**src/hw/rtl/linear_probe_hash_insert_unit_assert.svh**
```systemverilog
// ----------------------------------------------------------------------------
// Assertion macros for the linear probe hash insert unit
// Shared property wrappers, clocked on clk and disabled while rst_n is low.
// ----------------------------------------------------------------------------
`ifndef LINEAR_PROBE_HASH_INSERT_UNIT_ASSERT_SVH
`define LINEAR_PROBE_HASH_INSERT_UNIT_ASSERT_SVH

// The consequent must hold in the same cycle as the antecedent.
`define LPHI_ASSERT_SAME(label, ante, cons, msg) \
    label: assert property (@(posedge clk) disable iff (!rst_n) (ante) |-> (cons)) \
        else $error(msg);

// The consequent must hold in the cycle after the antecedent.
`define LPHI_ASSERT_NEXT(label, ante, cons, msg) \
    label: assert property (@(posedge clk) disable iff (!rst_n) (ante) |=> (cons)) \
        else $error(msg);

`endif

```
**src/hw/rtl/lphi_pkg.sv**
```systemverilog
// ----------------------------------------------------------------------------
// lphi_pkg
// Types and constants shared by the hash front end, job queue and probe engine.
// ----------------------------------------------------------------------------
package lphi_pkg;

    localparam int unsigned KEY_W      = 32;
    localparam int unsigned REF_W      = 16;
    localparam int unsigned OUT_SLOT_W = 7;
    localparam int unsigned SLOT_W     = 8;
    localparam int unsigned SIZE_W     = 8;
    localparam int unsigned REM_W      = 34;
    localparam int unsigned STEP_W     = 3;
    localparam int unsigned DIGIT_W    = 4;

    localparam logic [SIZE_W-1:0]  SIZE_RESET  = 8'd101;
    localparam logic [4:0]         HASH_OFFSET = 5'd13;
    localparam logic [STEP_W-1:0]  DIGIT_TOP   = 3'd3;
    localparam logic [STEP_W-1:0]  MOD_TOP     = 3'd4;

    localparam int unsigned CHUNK_BITS  = 32;
    localparam int unsigned CHUNK_SEL_W = 5;
    localparam int unsigned QUEUE_DEPTH = 2;

    typedef enum logic [1:0] {
        F_IDLE,
        F_DIGIT,
        F_MOD,
        F_PUSH
    } front_state_t;

    typedef enum logic [1:0] {
        B_IDLE,
        B_SCAN,
        B_DONE
    } back_state_t;

    typedef struct packed {
        logic [SLOT_W-1:0] home;
        logic [REF_W-1:0]  rec_ref;
    } probe_job_t;

    typedef struct packed {
        logic [SLOT_W-1:0] home;
        logic [SLOT_W-1:0] stored;
        logic              placed;
    } probe_result_t;

    typedef struct packed {
        logic push;
        logic pop;
    } queue_ctrl_t;

    typedef struct packed {
        logic full;
        logic empty;
    } queue_status_t;

    // Powers of ten for the decimal order of a 31-bit key.
    function automatic logic [REM_W-1:0] pow10(input logic [DIGIT_W-1:0] k);
        logic [REM_W-1:0] p;
        case (k)
            4'd1:    p = 34'd10;
            4'd2:    p = 34'd100;
            4'd3:    p = 34'd1000;
            4'd4:    p = 34'd10000;
            4'd5:    p = 34'd100000;
            4'd6:    p = 34'd1000000;
            4'd7:    p = 34'd10000000;
            4'd8:    p = 34'd100000000;
            4'd9:    p = 34'd1000000000;
            default: p = 34'd1;
        endcase
        return p;
    endfunction

endpackage

```
**src/hw/rtl/lphi_front.sv**
```systemverilog
// ----------------------------------------------------------------------------
// lphi_front
// Takes keys, finds the leading decimal digit and reduces digit plus offset
// modulo the table size with one shared restoring subtract unit.
// ----------------------------------------------------------------------------
module lphi_front
    import lphi_pkg::*;
(
    input  logic              clk,
    input  logic              rst_n,
    input  logic [SIZE_W-1:0] eff_size,
    input  logic              in_valid,
    output logic              in_ready,
    input  logic [KEY_W-1:0]  team_code,
    input  logic [REF_W-1:0]  record_ref,
    input  queue_status_t     q_status,
    output logic              q_push,
    output probe_job_t        q_job
);

    front_state_t         state_reg, state_next;
    logic [REM_W-1:0]     rem_reg, rem_next;
    logic [REM_W-1:0]     div_reg, div_next;
    logic [STEP_W-1:0]    step_reg, step_next;
    logic [DIGIT_W-1:0]   digit_reg, digit_next;
    logic [REF_W-1:0]     ref_reg, ref_next;

    logic [REM_W-1:0]     key_val;
    logic [DIGIT_W-1:0]   order;
    logic [REM_W-1:0]     trial;
    logic                 take;
    logic [REM_W-1:0]     rem_sub;
    logic [DIGIT_W-1:0]   digit_upd;

    // Negative keys behave as zero.
    assign key_val = team_code[KEY_W-1] ? '0 : {3'b000, team_code[KEY_W-2:0]};

    always_comb
    begin
        order = '0;
        for (int i = 1; i < 10; i++)
        begin
            if (key_val >= pow10(DIGIT_W'(i)))
            begin
                order = order + 4'd1;
            end
        end
    end

    assign trial     = div_reg << step_reg;
    assign take      = (rem_reg >= trial);
    assign rem_sub   = rem_reg - trial;
    assign digit_upd = digit_reg | (take ? (4'd1 << step_reg[1:0]) : 4'd0);

    always_comb
    begin
        state_next = state_reg;
        unique case (state_reg)
            F_IDLE:
            begin
                if (in_valid)
                begin
                    state_next = F_DIGIT;
                end
            end
            F_DIGIT:
            begin
                if (step_reg == '0)
                begin
                    state_next = F_MOD;
                end
            end
            F_MOD:
            begin
                if (step_reg == '0)
                begin
                    state_next = F_PUSH;
                end
            end
            F_PUSH:
            begin
                if (!q_status.full)
                begin
                    state_next = F_IDLE;
                end
            end
            default: state_next = F_IDLE;
        endcase
    end

    always_comb
    begin
        rem_next   = rem_reg;
        div_next   = div_reg;
        step_next  = step_reg;
        digit_next = digit_reg;
        ref_next   = ref_reg;
        unique case (state_reg)
            F_IDLE:
            begin
                if (in_valid)
                begin
                    rem_next   = key_val;
                    div_next   = pow10(order);
                    step_next  = DIGIT_TOP;
                    digit_next = '0;
                    ref_next   = record_ref;
                end
            end
            F_DIGIT:
            begin
                digit_next = digit_upd;
                if (take)
                begin
                    rem_next = rem_sub;
                end
                if (step_reg == '0)
                begin
                    rem_next  = REM_W'(digit_upd) + REM_W'(HASH_OFFSET);
                    div_next  = REM_W'(eff_size);
                    step_next = MOD_TOP;
                end
                else
                begin
                    step_next = step_reg - 3'd1;
                end
            end
            F_MOD:
            begin
                if (take)
                begin
                    rem_next = rem_sub;
                end
                if (step_reg != '0)
                begin
                    step_next = step_reg - 3'd1;
                end
            end
            F_PUSH:
            begin
            end
            default:
            begin
            end
        endcase
    end

    assign in_ready      = (state_reg == F_IDLE);
    assign q_push        = (state_reg == F_PUSH) && !q_status.full;
    assign q_job.home    = rem_reg[SLOT_W-1:0];
    assign q_job.rec_ref = ref_reg;

    always_ff @(posedge clk or negedge rst_n)
    begin
        if (!rst_n)
        begin
            state_reg <= F_IDLE;
        end
        else
        begin
            state_reg <= state_next;
        end
    end

    always_ff @(posedge clk)
    begin
        rem_reg   <= rem_next;
        div_reg   <= div_next;
        step_reg  <= step_next;
        digit_reg <= digit_next;
        ref_reg   <= ref_next;
    end

endmodule

```
**src/hw/rtl/lphi_queue.sv**
```systemverilog
// ----------------------------------------------------------------------------
// lphi_queue
// Two-entry job queue between the hash front end and the probe engine.
// ----------------------------------------------------------------------------
`include "linear_probe_hash_insert_unit_assert.svh"

module lphi_queue
    import lphi_pkg::*;
(
    input  logic          clk,
    input  logic          rst_n,
    input  queue_ctrl_t   ctrl,
    input  probe_job_t    wr_job,
    output probe_job_t    rd_job,
    output queue_status_t status
);

    localparam int unsigned PTR_W = $clog2(QUEUE_DEPTH);
    localparam int unsigned CNT_W = $clog2(QUEUE_DEPTH + 1);
    localparam logic [CNT_W-1:0] CNT_FULL = CNT_W'(QUEUE_DEPTH);

    probe_job_t        entry_reg [QUEUE_DEPTH];
    logic [PTR_W-1:0]  wr_ptr_reg, wr_ptr_next;
    logic [PTR_W-1:0]  rd_ptr_reg, rd_ptr_next;
    logic [CNT_W-1:0]  count_reg, count_next;

    always_comb
    begin
        wr_ptr_next = wr_ptr_reg;
        rd_ptr_next = rd_ptr_reg;
        count_next  = count_reg;
        if (ctrl.push)
        begin
            wr_ptr_next = (wr_ptr_reg == PTR_W'(QUEUE_DEPTH - 1)) ? '0 : wr_ptr_reg + 1'b1;
        end
        if (ctrl.pop)
        begin
            rd_ptr_next = (rd_ptr_reg == PTR_W'(QUEUE_DEPTH - 1)) ? '0 : rd_ptr_reg + 1'b1;
        end
        if (ctrl.push && !ctrl.pop)
        begin
            count_next = count_reg + 1'b1;
        end
        else if (ctrl.pop && !ctrl.push)
        begin
            count_next = count_reg - 1'b1;
        end
    end

    assign rd_job       = entry_reg[rd_ptr_reg];
    assign status.full  = (count_reg == CNT_FULL);
    assign status.empty = (count_reg == '0);

    always_ff @(posedge clk or negedge rst_n)
    begin
        if (!rst_n)
        begin
            wr_ptr_reg <= '0;
            rd_ptr_reg <= '0;
            count_reg  <= '0;
        end
        else
        begin
            wr_ptr_reg <= wr_ptr_next;
            rd_ptr_reg <= rd_ptr_next;
            count_reg  <= count_next;
        end
    end

    always_ff @(posedge clk)
    begin
        if (ctrl.push)
        begin
            entry_reg[wr_ptr_reg] <= wr_job;
        end
    end

    `LPHI_ASSERT_SAME(a_no_overflow, ctrl.push, !status.full, "job pushed into a full queue")
    `LPHI_ASSERT_SAME(a_no_underflow, ctrl.pop, !status.empty, "job popped from an empty queue")
    `LPHI_ASSERT_SAME(a_ptr_match, status.full || status.empty, wr_ptr_reg == rd_ptr_reg, "queue pointers disagree with fill count")

endmodule

```
**src/hw/rtl/lphi_back.sv**
```systemverilog
// ----------------------------------------------------------------------------
// lphi_back
// Probe engine: walks the occupancy map 32 slots a cycle from the home slot,
// wraps to slot 0, claims the first free slot and holds the result word.
// ----------------------------------------------------------------------------
`include "linear_probe_hash_insert_unit_assert.svh"

module lphi_back
    import lphi_pkg::*;
#(
    parameter int unsigned TABLE_DEPTH = 128
)
(
    input  logic              clk,
    input  logic              rst_n,
    input  logic [SIZE_W-1:0] eff_size,
    input  queue_status_t     q_status,
    input  probe_job_t        q_job,
    output logic              q_pop,
    output logic              out_valid,
    input  logic              out_ready,
    output probe_result_t     result
);

    // An 8-bit size never reaches beyond slot 255.
    localparam int unsigned USED     = (TABLE_DEPTH < 256) ? TABLE_DEPTH : 256;
    localparam int unsigned IDX_W    = $clog2(USED);
    localparam int unsigned NCHUNK   = (USED + CHUNK_BITS - 1) / CHUNK_BITS;
    localparam int unsigned CHUNK_W  = (NCHUNK > 1) ? $clog2(NCHUNK) : 1;
    localparam int unsigned OCC_BITS = NCHUNK * CHUNK_BITS;
    localparam int unsigned OCC_W    = $clog2(OCC_BITS);

    back_state_t          state_reg, state_next;
    logic [OCC_BITS-1:0]  occ_reg, occ_next;
    logic [REF_W-1:0]     rec_mem [USED];
    logic [SLOT_W-1:0]    home_reg, home_next;
    logic [REF_W-1:0]     ref_reg, ref_next;
    logic                 phase_reg, phase_next;
    logic [CHUNK_W-1:0]   chunk_reg, chunk_next;
    probe_result_t        res_reg, res_next;

    logic [OCC_W-1:0]       chunk_base;
    logic [CHUNK_BITS-1:0]  occ_chunk;
    logic [CHUNK_BITS-1:0]  elig;
    logic [SLOT_W-1:0]      lo_bound;
    logic [SLOT_W-1:0]      hi_bound;
    logic                   hit;
    logic [CHUNK_SEL_W-1:0] hit_j;
    logic [OCC_W-1:0]       hit_idx;
    logic [SLOT_W-1:0]      hit_slot;
    logic [SLOT_W-1:0]      end_chunk;
    logic                   at_end;
    logic                   rec_we;

    assign chunk_base = OCC_W'({chunk_reg, {CHUNK_SEL_W{1'b0}}});
    assign occ_chunk  = occ_reg[chunk_base +: CHUNK_BITS];

    // First pass covers home..size-1, the wrap pass covers 0..home-1.
    assign lo_bound = phase_reg ? '0 : home_reg;
    assign hi_bound = phase_reg ? home_reg : eff_size;

    always_comb
    begin
        for (int j = 0; j < CHUNK_BITS; j++)
        begin
            elig[j] = !occ_chunk[j]
                      && (SLOT_W'({chunk_reg, CHUNK_SEL_W'(j)}) >= lo_bound)
                      && (SLOT_W'({chunk_reg, CHUNK_SEL_W'(j)}) < hi_bound);
        end
    end

    always_comb
    begin
        hit   = 1'b0;
        hit_j = '0;
        for (int j = CHUNK_BITS - 1; j >= 0; j--)
        begin
            if (elig[j])
            begin
                hit   = 1'b1;
                hit_j = CHUNK_SEL_W'(j);
            end
        end
    end

    assign hit_idx   = OCC_W'({chunk_reg, hit_j});
    assign hit_slot  = SLOT_W'({chunk_reg, hit_j});
    assign end_chunk = phase_reg ? ((home_reg - 8'd1) >> CHUNK_SEL_W)
                                 : ((eff_size - 8'd1) >> CHUNK_SEL_W);
    assign at_end    = (SLOT_W'(chunk_reg) == end_chunk);

    always_comb
    begin
        state_next = state_reg;
        unique case (state_reg)
            B_IDLE:
            begin
                if (!q_status.empty)
                begin
                    state_next = B_SCAN;
                end
            end
            B_SCAN:
            begin
                if (hit)
                begin
                    state_next = B_DONE;
                end
                else if (at_end && (phase_reg || (home_reg == '0)))
                begin
                    state_next = B_DONE;
                end
            end
            B_DONE:
            begin
                if (out_ready)
                begin
                    state_next = B_IDLE;
                end
            end
            default: state_next = B_IDLE;
        endcase
    end

    always_comb
    begin
        occ_next   = occ_reg;
        home_next  = home_reg;
        ref_next   = ref_reg;
        phase_next = phase_reg;
        chunk_next = chunk_reg;
        res_next   = res_reg;
        rec_we     = 1'b0;
        unique case (state_reg)
            B_IDLE:
            begin
                if (!q_status.empty)
                begin
                    home_next  = q_job.home;
                    ref_next   = q_job.rec_ref;
                    phase_next = 1'b0;
                    chunk_next = CHUNK_W'(q_job.home >> CHUNK_SEL_W);
                end
            end
            B_SCAN:
            begin
                if (hit)
                begin
                    occ_next[hit_idx] = 1'b1;
                    rec_we            = 1'b1;
                    res_next.home     = home_reg;
                    res_next.stored   = hit_slot;
                    res_next.placed   = 1'b1;
                end
                else if (at_end)
                begin
                    if (phase_reg || (home_reg == '0))
                    begin
                        res_next.home   = home_reg;
                        res_next.stored = '0;
                        res_next.placed = 1'b0;
                    end
                    else
                    begin
                        phase_next = 1'b1;
                        chunk_next = '0;
                    end
                end
                else
                begin
                    chunk_next = chunk_reg + 1'b1;
                end
            end
            B_DONE:
            begin
            end
            default:
            begin
            end
        endcase
    end

    assign q_pop     = (state_reg == B_IDLE) && !q_status.empty;
    assign out_valid = (state_reg == B_DONE);
    assign result    = res_reg;

    always_ff @(posedge clk or negedge rst_n)
    begin
        if (!rst_n)
        begin
            state_reg <= B_IDLE;
            occ_reg   <= '0;
        end
        else
        begin
            state_reg <= state_next;
            occ_reg   <= occ_next;
        end
    end

    always_ff @(posedge clk)
    begin
        home_reg  <= home_next;
        ref_reg   <= ref_next;
        phase_reg <= phase_next;
        chunk_reg <= chunk_next;
        res_reg   <= res_next;
    end

    always_ff @(posedge clk)
    begin
        if (rec_we)
        begin
            rec_mem[hit_slot[IDX_W-1:0]] <= ref_reg;
        end
    end

    `LPHI_ASSERT_SAME(a_home_in_range, q_pop, q_job.home < eff_size, "home slot beyond table size")
    `LPHI_ASSERT_SAME(a_slot_in_range, out_valid && result.placed, result.stored < eff_size, "stored slot beyond table size")
    `LPHI_ASSERT_SAME(a_full_zero_slot, out_valid && !result.placed, result.stored == '0, "unplaced word carries a slot")
    `LPHI_ASSERT_NEXT(a_claim_marks, (state_reg == B_SCAN) && hit, occ_reg[$past(hit_idx)], "claimed slot not marked occupied")

endmodule

```
**src/hw/rtl/linear_probe_hash_insert_unit.sv**
```systemverilog
// ----------------------------------------------------------------------------
// linear_probe_hash_insert_unit
// Each input word is hashed by the front end (accept, 4 digit and 5 modulo steps
// on one subtract unit, push), handed over as a job through the queue, probed in
// one to five 32-slot probe steps at the default depth of 128, and its result word
// presented. The front end takes a new word only once it has pushed the last job.
// Reset clears the occupancy map at once, so the table starts empty and the
// table size returns to 101; no clearing pass is needed.
// ----------------------------------------------------------------------------
module linear_probe_hash_insert_unit
    import lphi_pkg::*;
#(
    parameter int unsigned TABLE_DEPTH = 128
)
(
    input  logic        clk,
    input  logic        rst_n,
    // Table size register write channel.
    input  logic        cfg_valid,
    output logic        cfg_ready,
    input  logic [7:0]  cfg_data,        // table_size[7:0]
    // Input words.
    input  logic        s_axis_tvalid,
    output logic        s_axis_tready,
    input  logic [47:0] s_axis_tdata,    // team_code[31:0], record_ref[47:32]
    // Result words.
    output logic        m_axis_tvalid,
    input  logic        m_axis_tready,
    output logic [15:0] m_axis_tdata,    // home_slot[6:0], stored_slot[13:7], zero[15:14]
    output logic [0:0]  m_axis_tuser     // placed[0]
);

    // Largest size the table can take: the depth, but never beyond the
    // reach of the 8-bit register.
    localparam logic [SIZE_W-1:0] SIZE_CAP = (TABLE_DEPTH < 256) ? SIZE_W'(TABLE_DEPTH)
                                                                 : 8'd255;

    logic [SIZE_W-1:0] table_size_reg, table_size_next;
    logic [SIZE_W-1:0] eff_size;

    queue_ctrl_t       q_ctrl;
    queue_status_t     q_status;
    probe_job_t        push_job;
    probe_job_t        head_job;
    logic              q_push;
    logic              q_pop;
    probe_result_t     result;

    // The register takes a write whenever one is offered; the user must make writes
    // only while the block is idle, so nothing in flight sees a change; not enforced here.
    assign cfg_ready       = 1'b1;
    assign table_size_next = (cfg_valid && cfg_ready) ? cfg_data : table_size_reg;

    // A size of zero acts as one slot, and a size above the cap is clipped
    // to the cap (the depth, or 255 for deeper tables).
    always_comb
    begin
        if (table_size_reg == '0)
        begin
            eff_size = 8'd1;
        end
        else if (table_size_reg > SIZE_CAP)
        begin
            eff_size = SIZE_CAP;
        end
        else
        begin
            eff_size = table_size_reg;
        end
    end

    always_ff @(posedge clk or negedge rst_n)
    begin
        if (!rst_n)
        begin
            table_size_reg <= SIZE_RESET;
        end
        else
        begin
            table_size_reg <= table_size_next;
        end
    end

    // The front end hashes one word at a time and hands a job to the queue;
    // it can take the next word while the probe engine is still walking.
    lphi_front u_front (
        .clk        (clk),
        .rst_n      (rst_n),
        .eff_size   (eff_size),
        .in_valid   (s_axis_tvalid),
        .in_ready   (s_axis_tready),
        .team_code  (s_axis_tdata[31:0]),
        .record_ref (s_axis_tdata[47:32]),
        .q_status   (q_status),
        .q_push     (q_push),
        .q_job      (push_job)
    );

    assign q_ctrl.push = q_push;
    assign q_ctrl.pop  = q_pop;

    lphi_queue u_queue (
        .clk    (clk),
        .rst_n  (rst_n),
        .ctrl   (q_ctrl),
        .wr_job (push_job),
        .rd_job (head_job),
        .status (q_status)
    );

    // The probe engine holds its result until the downstream side takes it.
    lphi_back #(
        .TABLE_DEPTH (TABLE_DEPTH)
    ) u_back (
        .clk       (clk),
        .rst_n     (rst_n),
        .eff_size  (eff_size),
        .q_status  (q_status),
        .q_job     (head_job),
        .q_pop     (q_pop),
        .out_valid (m_axis_tvalid),
        .out_ready (m_axis_tready),
        .result    (result)
    );

    // Slots are reported in seven bits.
    assign m_axis_tdata = {2'b00, result.stored[OUT_SLOT_W-1:0], result.home[OUT_SLOT_W-1:0]};
    assign m_axis_tuser = result.placed;

endmodule
```
**config.mk**
```make
export PLATFORM = sky130hd
export DESIGN_NAME = linear_probe_hash_insert_unit
export DESIGN_NICKNAME = d
export VERILOG_FILES = /design/src/hw/rtl/lphi_pkg.sv /design/src/hw/rtl/lphi_front.sv /design/src/hw/rtl/lphi_queue.sv /design/src/hw/rtl/lphi_back.sv /design/src/hw/rtl/linear_probe_hash_insert_unit.sv
export VERILOG_INCLUDE_DIRS = /design/src /design/src/hw/rtl
export SDC_FILE = /design/constraint.sdc
export NUM_CORES = 1
export LEC_CHECK = 0
export BUFFER_PORTS_ARGS = -buffer_cell sky130_fd_sc_hd__buf_4
export CAP_MARGIN = 40
export CELL_PAD_IN_SITES_DETAIL_PLACEMENT = 0
export CELL_PAD_IN_SITES_GLOBAL_PLACEMENT = 2
export CORE_MARGIN = 2
export CORE_UTILIZATION = 45
export DETAILED_ROUTE_END_ITERATION = 7
export PLACE_DENSITY = 0.95
export SYNTH_ARGS = -nofsm -noshare
export SYNTH_HDL_FRONTEND = slang
export SYNTH_SLANG_ARGS = --single-unit
```
**constraint.sdc**
```tcl
create_clock -name clk -period 14 [get_ports clk]
set_input_delay 0.7 -clock clk [delete_from_list [all_inputs] [get_ports clk]]
set_output_delay 0.7 -clock clk [all_outputs]
set_load 0.02 [all_outputs]
```
* Yosys cells after proc, flatten, opt, wreduce, memory -nomap -nowiden
Memory sizes are Yosys's and may differ from the RTL's.
Index checks and enable logic that the tools add are counted.
** Storage, ports and cells
- Flip-flop bits (word level) :: 261
- Bits in writable memories :: 48
- ROM bits :: 480
- Word-level logic and storage cells :: 396
- Memories kept :: 2
** Operators by class
- $add $sub $neg :: 18
- $lt $le $gt $ge :: 77
- Equal/unequal tests :: 19
- Shifts and indexed selects :: 3
- Muxes and demuxes :: 124
- Bitwise operators :: 3
- Reductions and logical operators :: 132
** Memories
- (name not given) :: words 16, bits a word 30, read ports 1, clocked after Yosys merged registers in 0, write ports 0, RTL line lphi_pkg.sv:62 : case (k)
- u_queue.entry_reg :: words 2, bits a word 24, read ports 1, clocked after Yosys merged registers in 0, write ports 1, RTL line lphi_queue.sv:22 : probe_job_t entry_reg [QUEUE_DEPTH];
** Operator list (number)
- 7-bit by 8-bit >= comparator with 1-bit output :: 32
- 7-bit by 8-bit less-than comparator with 1-bit output :: 32
- 34-bit two-way mux :: 5
- 5-bit two-way mux :: 32
- 128-bit OR :: 1
- 128-bit by 8-bit indexed part select with 32-bit output :: 1
- 34-bit case mux with 3 select lines :: 1
- 1-bit logical AND :: 70
- 34-bit case mux with 2 select lines :: 1
- 16-bit two-way mux :: 3
- 1-bit two-way mux :: 42
- 4-bit two-way mux :: 10
- 1-bit zero test :: 36
- 34-bit by 10-bit >= comparator with 1-bit output (second input constant) :: 1
- 34-bit by 14-bit >= comparator with 1-bit output (second input constant) :: 1
- 34-bit by 17-bit >= comparator with 1-bit output (second input constant) :: 1
- 34-bit by 20-bit >= comparator with 1-bit output (second input constant) :: 1
- 34-bit by 24-bit >= comparator with 1-bit output (second input constant) :: 1
- 34-bit by 27-bit >= comparator with 1-bit output (second input constant) :: 1
- 34-bit by 30-bit >= comparator with 1-bit output (second input constant) :: 1
- 34-bit >= comparator :: 1
- 34-bit by 4-bit >= comparator with 1-bit output (second input constant) :: 1
- 34-bit by 7-bit >= comparator with 1-bit output (second input constant) :: 1
- 34-bit by 3-bit << shifter with 34-bit output :: 1
- other kinds (43) :: 99

* Logic depth before layout (Yosys ltp)
Gate-level depths: netlist of the first run.
- Depth in word-level cells :: 43
- Depth in mapped cells :: 29
- Mapped depth without buffers :: 28

* Modules after synthesis
A second synthesis of the first run with hierarchy kept.
** Unflattened totals
- Cells, all modules :: 1771
- Area, all modules :: 19301.0 sq um
** By module, submodules not included
- lphi_back :: instances 1, cells an instance 780, area each 8912.3 sq um, sequential area each 4063.9 sq um
- lphi_front :: instances 1, cells an instance 868, area each 7962.6 sq um, sequential area each 2452.4 sq um
- lphi_queue :: instances 1, cells an instance 91, area each 2020.7 sq um, sequential area each 1541.5 sq um
- linear_probe_hash_insert_unit :: instances 1, cells an instance 32, area each 405.4 sq um, sequential area each 205.2 sq um

* Worst setup path before layout of the first run
Ideal clock, no wire load.
- Path kind :: input to register
- Start :: input s_axis_tdata[13]
- End :: register u_front.div_reg[8], data pin
- Library setup time :: 266 ps
- Arrival :: 6582 ps
- Required time :: 13734 ps
- Setup slack :: 7153 ps
- Cell stages on the path :: 28
- Path buffers :: 1
- Cell sequence :: or4_4 > o31a_1 > nor3_1 > o21ai_0 > ha_1 > clkbuf_1 > xnor2_1 > ha_1 > mux2_4 > ha_1 > mux2_2 > ha_1 > a21boi_0 > a211oi_2 > inv_1 > ha_1 > nand2_1 > o21ai_0 > ha_1 > mux2_2 > ha_1 > mux2i_1 > inv_1 > ha_1 > nand2_1 > nor2_1 > o21bai_1 > nand4_1
** On the way
- Word-level cells in the longest chain between the ends :: 22
** RTL lines
- from (decl) :: RTL line linear_probe_hash_insert_unit.sv:25 : input logic [47:0] s_axis_tdata,
- 31-bit two-way mux (*) :: RTL line lphi_front.sv:36 : assign key_val = team_code[KEY_W-1] ? '0 : {3'b000, team_code[KEY_W-2:0]};
- 34-bit by 4-bit >= comparator with 1-bit output :: RTL line lphi_front.sv:43 : if (key_val >= pow10(DIGIT_W'(i)))
- 1-bit two-way mux :: RTL line lphi_front.sv:43
- 1-bit by 1-bit adder with 2-bit output :: RTL line lphi_front.sv:45 : order = order + 4'd1;
- 4-bit two-way mux :: RTL line lphi_front.sv:43
- 4-bit by 1-bit adder with 4-bit output :: RTL line lphi_front.sv:45
- 4-bit two-way mux :: RTL line lphi_front.sv:43
- 4-bit by 1-bit adder with 4-bit output :: RTL line lphi_front.sv:45
- [6 not listed]
- 4-bit two-way mux :: RTL line lphi_front.sv:43
- 4-bit by 1-bit adder with 4-bit output :: RTL line lphi_front.sv:45
- 4-bit two-way mux :: RTL line lphi_front.sv:43
- 4-bit by 1-bit adder with 4-bit output :: RTL line lphi_front.sv:45
- 4-bit two-way mux (*) :: RTL line lphi_front.sv:43
- memory read 16 x 30 bit (*)
- 34-bit two-way mux (*) :: RTL line lphi_front.sv:101 : if (in_valid)
- 34-bit case mux with 2 select lines (*) :: RTL line lphi_front.sv:98 : unique case (state_reg)
- to (signal assigned) :: RTL line lphi_front.sv:168 : div_reg <= div_next;
- to (decl) :: RTL line lphi_front.sv:23 : logic [REM_W-1:0] div_reg, div_next;
Mark *: on every way between the ends. The rest lies on a longest branch, timed or not. The select of a mux whose other input is x is not followed.
A chain may end at the register's enable or synchronous reset.

* Worst setup path after layout of the first run
- Start :: input s_axis_tdata[13]
- End :: register u_front.div_reg[10], data pin
The elaborated chain is that of the path after synthesis.

==> results.md, run 1 <==
* EDFF count, synth at about 110
* Diodes inserted at 0
* Initial antenna violation count at 0
* Critical Path RT at 14.42 ns
* Setup-failing EPs final at 0
* Gp weighted congestion at 0.934
* Port-buffer cells at approximately 60
* Post-CTS sizing at 0
* Placed Area at about 18000 um2
* Gr ovfl total at 0
* Iteration-0 DRC Markers at around 1.2k
* Placed Cells incl. Taps at ~2.2k
* Routed vias/inst at between 6 and 7
* Worst-case clock buffer depth at 3
* Routed WL at ~49000 um
* CTS H-tree depth at 1
* CP max FO at 19
* Syn-to-layout area delta at 10.7%
* Top-area cell type share of the netlist area at 0.206
* Initial core utilization at 0.454
* CTS Buf Count at 28
* # hold bufs at CTS at 0
* Max FFs per register at 128
* Die Y at 199 um
* Post-synthesis area per instance at ~10 um2
* Slew @ Worst Pin at approximately 1.0 ns
* Vias at 13.7k
* CP Class: in2reg
* RSZ-0062 raised after global routing: false
* Global-route wire length before repair at approximately 76000 um
* Cell Area, Synth at approximately 17000 um2
* Worst setup EP type: flop
* Design area at ~19000 um2
* Final Skew at 0.0329 ns
* DRC viols at 0
* All-Layer GR Usage at 0.248
* Final setup TNS at 0 ns
* Final min period at ~7.0 ns
* Status: finished, final reports clean
* Share of layout cells above drive strength 1 at 0.162
* 1st-pass router iterations at 5
* Max_slew headroom at 0.323
* Routed Antenna Nets at 0
* Async SR Flop Fraction at 0.576
* Synth area leader: dfrtp_1
* Fill cells at 3452
* Final Hold Vio Count at 0
* Worst hold path class: in2async
* Fin crit share at 0.501
* #FFs+latches synth at 250
* Ys Warns at 0
* Final slew viol count at 0
* Clock Sinks at 250
* # Post-CTS Setup Buffers at 0
* CP startpoint kind: primary input
* Row count at between 70 and 80
* Die area at 39400 um2
* Nets at 1826
* Post-DP HPWL at 35800 um
* Die width at about 200 um
* Cell Count, Final, Fillers Out at ~2.2k
* Max cap viols at 0
* Fmax at 0.143 GHz
* Post-Synthesis Cells at approximately 1.7k
* Most frequent cell after synthesis: nand2_1
* Vias in the first global route at approximately 13k
* Largest net degree at the start of global routing at 66
* Top cells by area, synth: dfrtp_1 (21%), edfxtp_1 (19%), mux4_2 (5.2%)
* Routed len/inst at around 22 um
* Root buffer cell: clkbuf_16
* Synth cell types at about 120
* TritonCTS clock tree: done
* Ys flop type: dfrtp_1
* Core Region at approximately 37000 um2
* Worst path arrival time at around 7.4 ns
* Clk pin slew, worst setup/hold paths at approximately 0.070 ns
* Synth top cells by count: nand2_1 (142), dfrtp_1 (140), a21oi_1 (121), edfxtp_1 (106), o21bai_1 (102)
* Ports at slightly above 80
* Clk_lat worst skew at 0.57 ns
* Post-synthesis sequential area ratio at 0.399
## final timing paths
kind                                           startpoint                                end  slack, ns  depth (start not counted)
max                                      s_axis_tdata[13]  u_front.div_reg[10]$_SDFFCE_PP0P_       6.99                         25
min                                                 rst_n     u_back.occ_reg[44]$_DFFE_PN0P_       0.13                          1
max reg2reg                 u_front.step_reg[1]$_DFFE_PP_       u_front.rem_reg[4]$_DFFE_PP_       8.10                         21
min reg2reg                u_back.occ_reg[57]$_DFFE_PN0P_     u_back.occ_reg[57]$_DFFE_PN0P_       0.45                          1
max in group asynchronous                           rst_n      table_size_reg[0]$_DFFE_PN1P_      12.66                          3
min in group clk                              cfg_data[3]      table_size_reg[3]$_DFFE_PN0P_       0.37                          2
## logic make-up after synthesis
family / Yosys count / synth area share
compound gates: 591 / 0.243
simple gates: 454 / 0.140
flops: 250 / 0.399
buf+inv: 141 / 0.0368
mux: 117 / 0.101
fa+ha+maj: 68 / 0.0504
xor+xnor: 55 / 0.0304
other cells: 2 / 0.000441
## cell type report
| class | instances | area [um2] | share of cell area |
|---|---|---|---|
| clock buffers | 44 | 896 | 0.0475 |
| clock inverters | 7 | 50.0 | 0.00265 |
| inverters | 46 | 173 | 0.00915 |
| multi-input cells | 1288 | 9640 | 0.511 |
| flip-flops and latches | 250 | 6790 | 0.360 |
| well taps | 511 | 639 | 0.0339 |
| repair buffers | 83 | 679 | 0.0360 |
## per-stage QoR
stage / worst slack [ns] / hold slack (ns) / util
finish: 6.99 / 0.133 / 0.503
CTS: 7.08 / 0.125 / 0.503
detailed placement: 6.48 / 0.443 / 0.478
global placement: 6.22 / 0.432 / 0.475
global route: 6.56 / 0.168 / 0.503
floorplan: 7.15 / 0.404 / -
## per-layer routing
layer,share of wire,global-route usage,vias up
li1,-,-,6407
met1,0.46,0.361,6743
met2,0.45,0.380,445
met3,0.069,0.0405,71
met4,0.027,0.0730,0
met5,0,0,-
## critical path, stage by stage
cell	delay [ns]
buf_4	0.14
or4_4	0.56
o31a_1	0.26
nor3_1	0.30
o21ai_0	0.21
ha_1	0.44
xnor2_1	0.18
ha_1	0.31
mux2_4	0.29
ha_1	0.32
mux2_2	0.27
ha_1	0.26
a21boi_0	0.14
a211oi_2	0.27
inv_1	0.08
ha_1	0.29
nand2_1	0.07
o21ai_0	0.12
ha_1	0.32
mux2_2	0.28
ha_1	0.17
o21ai_0	0.09
xnor3_1	0.64
nor3b_2	0.49
nor2b_1	0.20
## cells in the final DEF, fill, tap and decap left out, drive strengths merged, types with 9 or more instances in the layout
cell type	netlist	routed
a21oi	122	122
nand2b	19	19
a211oi	20	20
xor2	29	29
and2	11	11
nor4	9	9
and3	16	16
clkbuf	62	44
or2	12	12
nand2	142	142
xnor2	24	24
a31o	23	23
nor2	95	95
a21o	61	61
nor2b	22	22
a31oi	16	16
mux2	37	37
o31ai	11	11
o211ai	19	19
nor3	36	36
mux2i	41	41
mux4	39	39
ha	67	67
edfxtp	106	106
nand4	10	10
o21ai	110	110
nand3	29	29
inv	46	46
buf	33	83
o21bai	103	103
or3	9	9
dfrtp	140	140
Power of run 1 is left out: the tool's default activity adds up to more than one toggle a clock period on the data nets, which glitch-free logic cannot reach.
==> inputs of run 2 (changes only) <==
Settings changed: CORE_UTILIZATION 45 to 37, PLACE_DENSITY 0.95 to 0.89.
Clock period 14 ns to 6 ns, I/O delays scaled along.
==> run 2 against run 1 <==
Against the previous run:
- cell count is 7.3% higher
- highest routed layer unchanged
- first-iteration DRC count is 3.2% higher
- count of clock-buffer cells in the layout is 9 lower
- clock skew is 0.010 ns higher
- register-to-register slack worse by 7.7 ns
- critical path type unchanged
- global-route usage is 3.6 points lower
- via count is 2.6% higher
- wire length is 4.6% higher
- sequential share of layout area is 1.4 points lower
- critical path depth is 2 higher
- hold slack worse by 0.063 ns
==> results.md, run 2 (synthesized netlist as in run 1, its figures left out) <==
* HP Start: s_axis_tdata[24]
* Gp weighted congestion at slightly below 1
* Initial antenna violation count at 0
* Setup-failing EPs final at 0
* Worst setup EP type: flop
* Critical Path RT at about 6.4 ns
* Final Hold Vio Count at 0
* Crit path from: s_axis_tdata[13]
* Root buffer cell: clkbuf_16
* Max_slew headroom at 0.366
* Fill cells at 4350
* Routed vias/inst at 5.86
* All-Layer GR Usage at 0.212
* Diodes inserted at 0
* Clk pin slew, worst setup/hold paths at ~0.060 ns
* Clock Sinks at 250
* Design area at slightly below 20000 um2
* Crit Reg-Reg Startpoint: u_front.step_reg[0]$_DFFE_PP_
* CP max FO at 6
* Final slew viol count at 0
* Die area at roughly 48000 um2
* Port-buffer cells at 61
* Worst-case clock buffer depth at 3
* Nets at 1898
* Clk_lat worst skew at 0.58 ns
* CTS H-tree depth at 1
* DRC viols at 0
* Global-route wire length before repair at a little under 80000 um
* Syn-to-layout area delta at 15.1%
* Final Skew at about 0.043 ns
* Final min period at between 5 and 6 ns
* Largest net degree at the start of global routing at 83
* Die Y at 219 um
* TritonCTS clock tree: done
* Routed WL at 50900 um
* Initial core utilization at 0.375
* Die width at between 200 and 250 um
* Slew @ Worst Pin at between 0.9 and 1 ns
* Status: finished, final reports clean
* Ports at just over 80
* Routed Antenna Nets at 0
* Placed Area at around 18000 um2
* Vias in the first global route at 13.7k
* 1st-pass router iterations at 5
* CP Class: in2reg
* Commonest non-fill, non-tap cells in the layout: nand2_1 (141), buf_4 (140), dfrtp_1 (140)
* Fmax at approximately 0.18 GHz
* Max FFs per register at between 100 and 150
* Post-DP HPWL at ~38000 um
* Core Region at 45400 um2
* Share of layout cells above drive strength 1 at 0.199
* Row count at 78
* RSZ-0062 raised after global routing: false
* Worst hold path class: in2reg
* Fin crit share at 0.944
* Routed len/inst at roughly 21 um
* Gr ovfl total at 0
* CTS Buf Count at 29
* Worst path arrival time at approximately 6 ns
* Iteration-0 DRC Markers at 1227
* Max cap viols at 0
* CP startpoint kind: primary input
* Most common cell after layout, fill and taps aside: nand2_1
* Vias at between 10k and 15k
[run 2: worst paths after layout]
path | slack, ns | depth (start not counted) | to
hold / removal | 0.07 | 3 | u_front.rem_reg[24]$_DFFE_PP_
hold reg to reg | 0.45 | 1 | u_back.occ_reg[127]$_DFFE_PN0P_
setup reg to reg | 0.43 | 18 | u_front.rem_reg[4]$_DFFE_PP_
setup / recovery | 0.34 | 27 | u_front.div_reg[8]$_SDFFCE_PP0P_
max in group asynchronous | 4.31 | 3 | u_back.occ_reg[39]$_DFFE_PN0P_
min in group asynchronous | 0.36 | 2 | u_back.occ_reg[49]$_DFFE_PN0P_
[run 2: metal layers]
| metal | up-vias | track usage | routed length [um] | share of wire |
|---|---|---|---|---|
| li1 | 6541 | - | - | - |
| met1 | 7019 | 0.304 | 23500 | 0.46 |
| met2 | 377 | 0.331 | 23300 | 0.46 |
| met3 | 80 | 0.0255 | 2560 | 0.050 |
| met4 | 0 | 0.0689 | 1530 | 0.030 |
| met5 | - | 0 | 0 | 0 |
[run 2: final cells by class]
class                      count  area (um2)  area share
multi-input combinational   1289        9730       0.496
sequential                   250        6790       0.346
timing repair buffer         153        1200      0.0610
clock buffer                  35         790      0.0402
tap                          600         751      0.0383
clock inverter                19         184     0.00938
inverter                      46         173     0.00880
[run 2: stage by stage]
| step | std cells | hold WS, ns | setup TNS (ns) | util | setup WS, ns |
|---|---|---|---|---|---|
| after floorplan | 1679 | 0.00441 | -0.0483 | - | -0.0483 |
| after global placement | 2321 | 0.381 | -2.04 | 0.407 | -0.180 |
| after detailed placement | 2323 | 0.392 | -4.89 | 0.407 | -0.303 |
| after CTS | 2387 | 0.0453 | 0 | 0.431 | 0.308 |
| after global routing | 2392 | 0.0581 | 0 | 0.432 | 0.00547 |
| final | 2392 | 0.0701 | 0 | 0.432 | 0.337 |
[run 2: what timing repair did]
item,in CTS,in global routing
buffers inserted,0,4
hold endpoints to repair,90,0
hold buffers,10,0
setup endpoints to repair,0,10
gates resized for setup,0,5
[run 2: critical path, stage by stage]
cell      delay (ns)
buf_4           0.11
or4_4           0.53
o31a_1          0.28
nor3_4          0.15
o21ai_1         0.12
ha_1            0.32
xnor2_1         0.14
ha_1            0.31
mux2_4          0.29
ha_4            0.22
mux2_2          0.26
ha_1            0.26
a21boi_0        0.13
a211oi_2        0.22
inv_1           0.07
ha_1            0.29
nand2_1         0.08
o21ai_1         0.10
ha_1            0.33
mux2_4          0.30
ha_4            0.16
o21ai_2         0.09
xnor3_2         0.43
or2_2           0.33
nor2_1          0.12
nand2_1         0.08
nand4_1         0.12
Power of run 2 is left out for the same reason.
==> inputs of run 3 (changes only) <==
Settings changed: CORE_UTILIZATION 37 to 35, PLACE_DENSITY 0.89 to 0.85.
==> run 3 against run 2 <==
Against the previous run:
- first-iteration DRC count is 7.3% lower
- hold slack improved by 0.010 ns
- cell count up 0.92%
- count of clock-buffer cells in the layout grew 8
- final area is 0.11% higher
- critical path depth unchanged
- worst setup slack improved by 0.023 ns
- critical endpoint is now u_front.div_reg[7]$_DFFE_PP_
==> results.md, run 3 (synthesized netlist as in run 1, its figures left out) <==
* HP Start: s_axis_tdata[24]
* DRC viols at 0
* Vias in the first global route at 13.8k
* Gr ovfl total at 0
* Die width at ~220 um
* Final Hold Vio Count at 0
* WHS Endpoint: u_front.rem_reg[24]$_DFFE_PP_
* All-Layer GR Usage at 0.202
* Share of layout cells above drive strength 1 at 0.197
* Initial antenna violation count at 1
* Setup slack, reg-to-reg at between 0.5 and 0.6 ns
* Post-DP HPWL at 38600 um
* Status: finished, final reports clean
* Syn-to-layout area delta at 15.3%
* Fin crit share at 0.940
* Final Skew at approximately 0.029 ns
* Worst setup EP type: flop
* Placed Cells incl. Taps at about 2.3k
* Cell Count, Final, Fillers Out at ~2.4k
* CP max FO at 8
* Routed vias/inst at around 5.8
* CP Class: in2reg
* Routed WL at 51400 um
* Commonest non-fill, non-tap cells in the layout: buf_4 (146), nand2_1 (141), dfrtp_1 (140)
* Vias at approximately 14k
* CP startpoint kind: primary input
* Root buffer cell: clkbuf_16
* Routed len/inst at about 21 um
* Row count at 80
* Post-Route Utilization at 0.410
* Diodes inserted at 0
* Crit Reg-Reg Startpoint: u_front.step_reg[0]$_DFFE_PP_
* Nets at 1905
* Final slew viol count at 0
* CTS H-tree depth at 1
* Fmax at ~0.18 GHz
* 1st-pass router iterations at 7
* Clk_lat worst skew at around 0.57 ns
* Ports at 81
* Die area at roughly 50000 um2
* Clock Sinks at 250
* Final min period at between 5 and 6 ns
* Clk pin slew, worst setup/hold paths at around 0.06 ns
* Largest net degree at the start of global routing at between 80 and 90
* Max FFs per register at around 130
* Max cap viols at 0
* Final setup TNS at 0 ns
* R2R cell count at 20
* Reg2reg end: u_front.rem_reg[4]$_DFFE_PP_
* Min-Delay Path Depth at 3
* Critical Path RT at roughly 6.4 ns
* Routed Antenna Nets at 0
* CTS Buf Count at 30
* Port-buffer cells at 61
* Initial core utilization at 0.356
* Worst-case clock buffer depth at 3
* Max_slew headroom at 0.358
* Gp weighted congestion at 0.963
* Setup-failing EPs final at 0
* RSZ-0062 raised after global routing: false
* Slew @ Worst Pin at around 0.96 ns
* Most common cell after layout, fill and taps aside: buf_4
* Iteration-0 DRC Markers at around 1.1k
* Global-route wire length before repair at around 80000 um
* Worst path arrival time at around 6 ns
* Die Y at roughly 220 um
* Core Region at roughly 48000 um2
* TritonCTS clock tree: done
* Worst hold path class: in2reg
## run 3: changes by cell type in the layout (fill, tap and decap cells not counted), moves of 2 or more
cell        previous run  this run
buf_4                140       146
clkbuf_1               3         9
clkinv_4               1         3
clkinvlp_4             4         1
inv_6                  5         3
## run 3: stage by stage
stage               setup slack [ns]  hold WS, ns  cell area [um2]
global route                  0.0329       0.0932            19600
detailed placement            -0.282        0.417            18500
floorplan                    -0.0483      0.00441            17100
CTS                            0.336       0.0488            19600
global placement              -0.172        0.408            18500
finish                         0.360       0.0802            19600
## run 3: final cells by class
class | instances | area, um2
clock buffer | 43 | 851
clock inverter | 12 | 109
fill | 4686 | 28200
inverter | 46 | 173
multi-input combinational | 1288 | 9700
sequential | 250 | 6790
tap | 615 | 769
timing repair buffer | 160 | 1240
## run 3: what timing repair did
item | in CTS | in global routing
hold buffers | 10 | 0
gates resized for setup | 0 | 2
setup buffers | 0 | 4
endpoints found under the hold margin | 90 | 0
endpoints found under the setup margin | 0 | 8
## run 3: critical path, cell delays in order
cell,delay (ns)
buf_4,0.11
or4_4,0.53
o31a_1,0.28
nor3_4,0.15
o21ai_1,0.12
ha_1,0.32
xnor2_1,0.14
ha_1,0.31
mux2_4,0.29
ha_4,0.22
mux2_2,0.25
ha_1,0.26
a21boi_0,0.13
a211oi_2,0.19
inv_1,0.07
ha_1,0.29
nand2_1,0.07
o21ai_1,0.10
ha_1,0.34
mux2_4,0.30
ha_4,0.15
o21ai_0,0.09
xnor3_2,0.37
buf_4,0.18
buf_4,0.12
nor2b_1,0.12
o31ai_1,0.22
## run 3: how the worst max path moves through the flow
stage | startpoint | end | slack [ns] | cells after the start
6_report | s_axis_tdata[13] | u_front.div_reg[7]$_DFFE_PP_ | 0.36 | 27
2_1_floorplan | s_axis_tdata[13] | u_front.div_reg[8]$_SDFFCE_PP0P_ | -0.05 | 27
3_5_place_dp | s_axis_tdata[13] | u_front.div_reg[6]$_DFFE_PP_ | -0.28 | 27
4_1_cts | s_axis_tdata[13] | u_front.div_reg[13]$_SDFFCE_PP0P_ | 0.34 | 26
5_1_grt | s_axis_tdata[13] | u_front.div_reg[8]$_SDFFCE_PP0P_ | 0.03 | 28
3_3_place_gp | s_axis_tdata[13] | u_front.div_reg[13]$_SDFFCE_PP0P_ | -0.17 | 26
## run 3: layer usage
metal	part of all wire	routed length (um)	track usage
met1	0.46	23900	0.287
met2	0.45	23300	0.318
met3	0.054	2780	0.0291
met4	0.029	1480	0.0643
met5	0.00043	22	0
Power of run 3 is left out for the same reason.
